## src/rtl/fesk_pkg.sv

```systemverilog
// Shared types and constants for the FIFO-evicting key set.
package fesk_pkg;

    // Key geometry: four 64-bit words form one 256-bit key.
    localparam int WORD_W = 64;
    localparam int KEY_W  = 4 * WORD_W;

    // Default number of stored entries.
    localparam int DEF_CAPACITY = 64;

    // Command codes carried by an input transaction.
    typedef enum logic {
        CMD_INSERT = 1'b0,
        CMD_REMOVE = 1'b1
    } t_cmd;

    // Sequencer states.
    typedef enum logic [1:0] {
        ST_IDLE,
        ST_SCAN,
        ST_SHIFT,
        ST_RESP
    } t_state;

    // Result of one command.
    typedef struct packed {
        logic found;
        logic evicted;
    } t_result;

endpackage

```

## src/rtl/fesk_seq.sv

```systemverilog
// Sequencer: keeps entries in age order in a circular buffer, scans and compacts it.
module fesk_seq #(
    parameter int CAPACITY = fesk_pkg::DEF_CAPACITY,
    parameter int AW       = (CAPACITY > 1) ? $clog2(CAPACITY) : 1,
    parameter int CW       = $clog2(CAPACITY + 1)
) (
    input  logic                       i_clk,
    input  logic                       i_rst_n,
    // Command side
    input  logic                       i_acc,
    input  fesk_pkg::t_cmd             i_cmd,
    input  logic [fesk_pkg::KEY_W-1:0] i_key,
    output logic                       o_ready,
    // Result side
    input  logic                       i_res_free,
    output logic                       o_res_load,
    output fesk_pkg::t_result          o_res,
    // Key memory
    output logic                       o_we,
    output logic [AW-1:0]              o_wr_addr,
    output logic [fesk_pkg::KEY_W-1:0] o_wr_data,
    output logic                       o_re,
    output logic [AW-1:0]              o_rd_addr,
    input  logic [fesk_pkg::KEY_W-1:0] i_rd_data
);

    localparam int SW = CW + 1;

    fesk_pkg::t_state           r_state, n_state;
    logic [AW-1:0]              r_head, n_head;
    logic [CW-1:0]              r_count, n_count;
    logic [AW-1:0]              r_age, n_age;
    logic                       r_iss_vld, n_iss_vld;
    logic                       r_cmp_vld, n_cmp_vld;
    logic [AW-1:0]              r_cmp_age, n_cmp_age;
    logic [fesk_pkg::KEY_W-1:0] r_key, n_key;
    logic                       r_found, n_found;
    logic                       r_evicted, n_evicted;

    logic          w_full;
    logic          w_empty;
    logic [AW-1:0] w_last;
    logic          w_hit;
    logic          w_cmp_last;

    // Physical slot of an age position: base plus age, wrapped once.
    function automatic logic [AW-1:0] phys(input logic [AW-1:0] base,
                                           input logic [CW-1:0] age);
        logic [SW-1:0] sum;
        sum = SW'(base) + SW'(age);
        if (sum >= SW'(CAPACITY)) begin
            sum = sum - SW'(CAPACITY);
        end
        return sum[AW-1:0];
    endfunction

    // Shared status and the single key comparator.
    assign w_full     = (r_count == CW'(CAPACITY));
    assign w_empty    = (r_count == '0);
    assign w_last     = AW'(r_count - CW'(1));
    assign w_hit      = r_cmp_vld && (i_rd_data == r_key);
    assign w_cmp_last = (r_cmp_age == w_last);

    // Next state.
    always_comb begin
        n_state = r_state;
        case (r_state)
            fesk_pkg::ST_IDLE: begin
                if (i_acc) begin
                    if (i_cmd == fesk_pkg::CMD_REMOVE && !w_empty) begin
                        n_state = fesk_pkg::ST_SCAN;
                    end else begin
                        n_state = fesk_pkg::ST_RESP;
                    end
                end
            end
            fesk_pkg::ST_SCAN: begin
                if (w_hit) begin
                    n_state = w_cmp_last ? fesk_pkg::ST_RESP : fesk_pkg::ST_SHIFT;
                end else if (r_cmp_vld && r_cmp_age == '0) begin
                    n_state = fesk_pkg::ST_RESP;
                end
            end
            fesk_pkg::ST_SHIFT: begin
                if (r_cmp_vld && w_cmp_last) begin
                    n_state = fesk_pkg::ST_RESP;
                end
            end
            fesk_pkg::ST_RESP: begin
                if (i_res_free) begin
                    n_state = fesk_pkg::ST_IDLE;
                end
            end
            default: n_state = fesk_pkg::ST_IDLE;
        endcase
    end

    // Datapath: pointer updates, memory accesses and result bits.
    always_comb begin
        n_head    = r_head;
        n_count   = r_count;
        n_age     = r_age;
        n_iss_vld = r_iss_vld;
        n_cmp_vld = r_cmp_vld;
        n_cmp_age = r_cmp_age;
        n_key     = r_key;
        n_found   = r_found;
        n_evicted = r_evicted;
        o_we      = 1'b0;
        o_wr_addr = phys(r_head, r_count);
        o_wr_data = i_key;
        o_re      = 1'b0;
        o_rd_addr = phys(r_head, CW'(r_age));
        case (r_state)
            fesk_pkg::ST_IDLE: begin
                if (i_acc) begin
                    n_key     = i_key;
                    n_found   = 1'b0;
                    n_evicted = 1'b0;
                    if (i_cmd == fesk_pkg::CMD_INSERT) begin
                        // The newest position; when full it lands on the oldest slot.
                        o_we = 1'b1;
                        if (w_full) begin
                            n_head    = phys(r_head, CW'(1));
                            n_evicted = 1'b1;
                        end else begin
                            n_count = r_count + CW'(1);
                        end
                    end else if (!w_empty) begin
                        n_age     = w_last;
                        n_iss_vld = 1'b1;
                        n_cmp_vld = 1'b0;
                    end
                end
            end
            fesk_pkg::ST_SCAN: begin
                // Read from newest toward oldest, compare in the cycle after the read.
                o_re      = r_iss_vld;
                n_cmp_vld = r_iss_vld;
                n_cmp_age = r_age;
                if (r_iss_vld) begin
                    if (r_age == '0) begin
                        n_iss_vld = 1'b0;
                    end else begin
                        n_age = r_age - AW'(1);
                    end
                end
                if (w_hit) begin
                    n_found   = 1'b1;
                    n_cmp_vld = 1'b0;
                    if (w_cmp_last) begin
                        n_count   = r_count - CW'(1);
                        n_iss_vld = 1'b0;
                    end else begin
                        n_age     = r_cmp_age + AW'(1);
                        n_iss_vld = 1'b1;
                    end
                end
            end
            fesk_pkg::ST_SHIFT: begin
                // Move each newer entry down by one age position.
                o_re      = r_iss_vld;
                n_cmp_vld = r_iss_vld;
                n_cmp_age = r_age;
                if (r_iss_vld) begin
                    if (r_age == w_last) begin
                        n_iss_vld = 1'b0;
                    end else begin
                        n_age = r_age + AW'(1);
                    end
                end
                if (r_cmp_vld) begin
                    o_we      = 1'b1;
                    o_wr_addr = phys(r_head, CW'(r_cmp_age - AW'(1)));
                    o_wr_data = i_rd_data;
                    if (w_cmp_last) begin
                        n_count = r_count - CW'(1);
                    end
                end
            end
            fesk_pkg::ST_RESP: begin
                n_iss_vld = 1'b0;
                n_cmp_vld = 1'b0;
            end
            default: begin
                n_iss_vld = 1'b0;
                n_cmp_vld = 1'b0;
            end
        endcase
    end

    // Handshake outputs.
    always_comb begin
        o_ready       = (r_state == fesk_pkg::ST_IDLE);
        o_res_load    = (r_state == fesk_pkg::ST_RESP) && i_res_free;
        o_res.found   = r_found;
        o_res.evicted = r_evicted;
    end

    // Control registers.
    always_ff @(posedge i_clk) begin
        if (!i_rst_n) begin
            r_state   <= fesk_pkg::ST_IDLE;
            r_head    <= '0;
            r_count   <= '0;
            r_iss_vld <= 1'b0;
            r_cmp_vld <= 1'b0;
        end else begin
            r_state   <= n_state;
            r_head    <= n_head;
            r_count   <= n_count;
            r_iss_vld <= n_iss_vld;
            r_cmp_vld <= n_cmp_vld;
        end
    end

    // Payload registers.
    always_ff @(posedge i_clk) begin
        r_age     <= n_age;
        r_cmp_age <= n_cmp_age;
        r_key     <= n_key;
        r_found   <= n_found;
        r_evicted <= n_evicted;
    end

`ifndef NO_ASSERTIONS
    // The entry count never exceeds the capacity.
    a_count_bound: assert property (@(posedge i_clk) disable iff (!i_rst_n)
        r_count <= CW'(CAPACITY))
        else $error("entry count above capacity");

    // An insert into a table with room grows the count by one.
    a_insert_grows: assert property (@(posedge i_clk) disable iff (!i_rst_n)
        (i_acc && i_cmd == fesk_pkg::CMD_INSERT && !w_full)
        |=> r_count == $past(r_count) + CW'(1))
        else $error("insert did not grow the count");

    // The search never writes the key memory.
    a_scan_no_write: assert property (@(posedge i_clk) disable iff (!i_rst_n)
        (r_state == fesk_pkg::ST_SCAN) |-> !o_we)
        else $error("memory write during search");

    // A remove that hits the newest entry leaves one entry fewer.
    a_found_shrinks: assert property (@(posedge i_clk) disable iff (!i_rst_n)
        (r_state == fesk_pkg::ST_SCAN && w_hit && w_cmp_last)
        |=> r_count == $past(r_count) - CW'(1))
        else $error("hit on newest entry did not shrink the count");
`endif

endmodule

```

## config.mk

```make
export PLATFORM = sky130hd
export DESIGN_NAME = fesk_seq
export DESIGN_NICKNAME = d
export VERILOG_FILES = /design/src/rtl/fesk_pkg.sv /design/src/rtl/fesk_seq.sv
export SDC_FILE = /design/constraint.sdc
export NUM_CORES = 1
export LEC_CHECK = 0
export BUFFER_PORTS_ARGS = -buffer_cell sky130_fd_sc_hd__buf_2
export CAP_MARGIN = 20
export CORE_AREA = 2 2 308 310
export DETAILED_ROUTE_END_ITERATION = 12
export DIE_AREA = 0 0 310 312
export PLACE_DENSITY_LB_ADDON = 0.2
export SETUP_SLACK_MARGIN = 0.1
export SYNTH_ARGS = -nofsm -noshare
export SYNTH_HDL_FRONTEND = slang
export SYNTH_SLANG_ARGS = --single-unit
```

## constraint.sdc

```tcl
create_clock -name i_clk -period 12.2 [get_ports i_clk]
set_clock_uncertainty 0.05 [all_clocks]
set_input_delay 2.44 -clock i_clk [delete_from_list [all_inputs] [get_ports i_clk]]
set_output_delay 2.44 -clock i_clk [all_outputs]
set_load 0.01 [all_outputs]
```

==> summary.md <==
| Metric | Value |
|---|---|
| Outcome | `complete, no violations` |
| Final Util | `25.3%` |
| # fillers | `10100` |
| Largest net degree at the start of global routing | `140` |
| Crit path arrival time | `3.96 ns` |
| Vias | `14500` |
| CP endpoint | `o_wr_data[56]` |
| Mapped Avg Cell Area | `12.1 sq um` |
| Drt pass-1 iters | `6` |
| Final hold slack | `0.467 ns` |
| CP startpoint | `r_state[0]$_SDFFE_PN0P_` |
| Area Growth Syn to Fin | `39.0%` |
| Rows | `112` |
| Startpoint types | `flop` |
| Setup ws final | `5.75 ns` |
| Reg2reg path depth | `8` |
| Die area | `96700 sq um` |
| RSZ-0062 raised after global routing | `no` |
| DR iter-0 viols | `847` |
| Critical path type | `reg -> out` |
| Port bufs | `790` |
| Cts hold-fix bufs | `0` |
| GRT Total Usage | `16.5%` |
| CP Max Fanout | `84` |
| Static leakage | `9.67 nW` |
| Area leader, netlist | `edfxtp_1` |
| Vias in the first global route | `15000` |
| Syn Nets | `1953` |
| Die H | `312 microns` |
| Clock Root Buffer | `clkbuf_16` |
| Layout cells sized above 1 | `48.9%` |
| Synth unique cells | `59` |
| VDD IR max | `0.0000636 V` |
| Max-slew violations | `0` |
| Later-pin clock latency in the skew report | `0.55 ns` |
| Final hold vios | `0` |
| Setup TNS | `0 ns` |
| Antenna viol nets, final | `0` |
| Slew @ Worst Pin | `1.11 ns` |
| Setup Viol. Count Final | `0` |
| EDFF count, synth | `270` |
| Num CTS Buffers | `37` |
| Total gr overflow | `0` |
| CP Capture Type | `output pin` |
| Max Freq | `155 MHz` |
| Synth Warn # | `0` |
| DP HPWL | `70900 microns` |
| RR Endpoint | `r_age[2]$_DFFE_PP_` |
| Clock Sinks | `287` |
| Worst endpoint required time | `9.71 ns` |
| Reg2reg setup slack | `7.83 ns` |
| Worst hold path type | `reg -> reg` |
| Syn Std Cell Area | `16900 sq um` |
| Ports | `791` |
| Initial Utilization | `18.2%` |
| Async S/R FF share, synth | `0%` |
| Post_cts resized | `0` |
| Post-CTS Repair Setup Buffers | `0` |
| Core box area | `93000 sq um` |
| WL final | `84200 microns` |
| Routed len/inst | `24.2 microns` |
| Slew headroom | `25.9%` |
| CTS Buffer Depth | `3` |
| #FFs+latches synth | `287` |
| CTS tree | `yes` |
| Tmin final | `6.45 ns` |
| Synth top area share | `47.9%` |
| CTS clock-pin slew for the worst setup and hold paths | `0.06 ns` |
| Top FF cell, synth | `edfxtp_1` |
| Avg Vias per Cell | `4.18` |
| Mapped Cells | `1403` |
| Post-synthesis sequential area ratio | `49.9%` |
| Antenna violations before repair | `28` |
| Area of the multi-input gates | `7910 sq um` |
| Final period utilization | `52.9%` |
| Die X | `310 microns` |
| Residual DRC | `0` |
| Ranking of synthesized cells by area | `edfxtp_1 (48%), mux2_2 (15%), xnor2_1 (8.6%)` |
| Max-cap violations | `0` |
| Pre-CTS setup slack | `5.62 ns` |
| Wire length of the first global-routing pass | `112000 microns` |
| Final nets | `2740` |
| H-tree levels | `2` |
| Register area | `8450 sq um` |
| Worst r2r src | `r_key[195]$_DFFE_PP_` |
| Routability cong. | `0.930` |
| P per Cell Area | `161 nW/um^2` |
==> sequential cells by signal, summed over array words and instances, names as in the netlist <==
| signal | count |
|---|---|
| r_age | 6 |
| r_found | 1 |
| r_evicted | 1 |
| r_head | 6 |
| r_cmp_vld | 1 |
| r_cmp_age | 6 |
| r_iss_vld | 1 |
| r_state | 2 |
| r_key | 256 |
| r_count | 7 |
==> cell usage after synthesis, types with 5 or more instances <==
cell type / n
a21o_1: 6
or3_1: 8
o22ai_1: 23
o2111ai_1: 19
nor3b_1: 5
nor3_1: 15
ha_1: 30
xor2_1: 22
nor4_1: 25
nand2b_1: 58
dfxtp_1: 17
o31ai_1: 5
or4_1: 5
mux2_2: 223
inv_1: 91
xnor2_1: 167
o211ai_1: 6
a22o_1: 5
clkbuf_1: 49
nand4_1: 44
o2bb2ai_1: 5
nand2_1: 57
and3_1: 5
a2111o_1: 19
nor2_1: 21
o21ai_0: 45
nor2b_1: 63
a21oi_1: 29
edfxtp_1: 270
nand3_1: 14
==> how the worst min path moves through the flow <==
stage	slack, ns	endpoint	start	cells past startpoint
floorplan	0.37	r_cmp_age[5]$_DFFE_PN_	r_age[5]$_DFFE_PP_	0
global placement	0.46	r_count[6]$_SDFFE_PN0P_	r_count[6]$_SDFFE_PN0P_	2
detailed placement	0.45	r_count[6]$_SDFFE_PN0P_	r_count[6]$_SDFFE_PN0P_	2
CTS	0.46	r_count[6]$_SDFFE_PN0P_	r_count[6]$_SDFFE_PN0P_	2
global route	0.51	r_count[6]$_SDFFE_PN0P_	r_count[6]$_SDFFE_PN0P_	2
finish	0.47	r_count[6]$_SDFFE_PN0P_	r_count[6]$_SDFFE_PN0P_	2
==> where the power goes <==
group	switching [mW]	internal, mW	leakage [nW]
logic	0.698	0.488	6.41
registers	0.174	1.36	2.69
clock network	0.442	0.625	0.564
==> worst max-delay path, stage by stage (launching register included) <==
cell,delay [ns]
dfxtp_1,0.45
inv_1,0.10
ha_1,0.32
nand2_4,0.30
buf_4,0.59
buf_4,0.86
mux2_2,0.46
buf_2,0.17
==> layout make-up <==
| class | count | area share [%] |
|---|---|---|
| Antenna cell | 10 | 0.106 |
| Clock buffer | 48 | 4.29 |
| Clock inverter | 19 | 0.601 |
| Inverter | 91 | 1.48 |
| Multi-Input combinational cell | 969 | 33.7 |
| Sequential cell | 287 | 35.9 |
| Tap cell | 1254 | 6.67 |
| Timing Repair Buffer | 804 | 17.3 |
==> cells in the final DEF (no fill, tap or decap), types with 4 or more instances in the layout <==
cell type	count
buf_2	794
edfxtp_1	270
mux2_2	223
xnor2_1	167
inv_1	90
nor2b_1	63
nand2b_1	58
nand2_1	56
o21ai_0	45
nand4_1	44
clkbuf_16	39
ha_1	30
a21oi_1	29
nor4_1	25
o22ai_1	23
xor2_1	22
nor2_1	21
a2111o_1	19
o2111ai_1	19
dfxtp_1	17
nor3_1	15
nand3_1	14
diode_2	10
clkbuf_1	9
buf_4	9
or3_1	8
clkinv_1	8
clkinv_2	7
a21o_1	6
o211ai_1	6
o2bb2ai_1	5
a22o_1	5
nor3b_1	5
and3_1	5
o31ai_1	5
or4_1	5
o21bai_1	4
==> layer usage <==
metal,vias to the layer above,wire length [microns],track usage (%)
met1,7068,35300,20.4
met4,18,2050,4.72
li1,6797,-,-
met5,-,115,0.0990
met3,99,5760,4.35
met2,557,41000,28.1
==> kinds of logic after synthesis <==
family | Yosys count | synth area share, %
flip-flops | 287 | 49.9
adder cells (fa/ha/maj) | 33 | 2.57
AO/OA/AOI/OAI | 187 | 7.81
buffers and inverters | 147 | 3.31
XOR/XNOR | 193 | 10.3
AND/OR/NAND/NOR | 331 | 11.1
multiplexers | 225 | 15.0
==> through the flow <==
step	total power, mW	area (sq um)	std cells
3_5_place_dp	2.76	22300	3405
5_1_grt	4.01	23500	3481
3_3_place_gp	2.75	22300	3401
6_report	3.79	23500	3482
2_1_floorplan	2.28	16900	1403
4_1_cts	3.87	23500	3472
No activity file was read; power rests on OpenSTA's default activity.
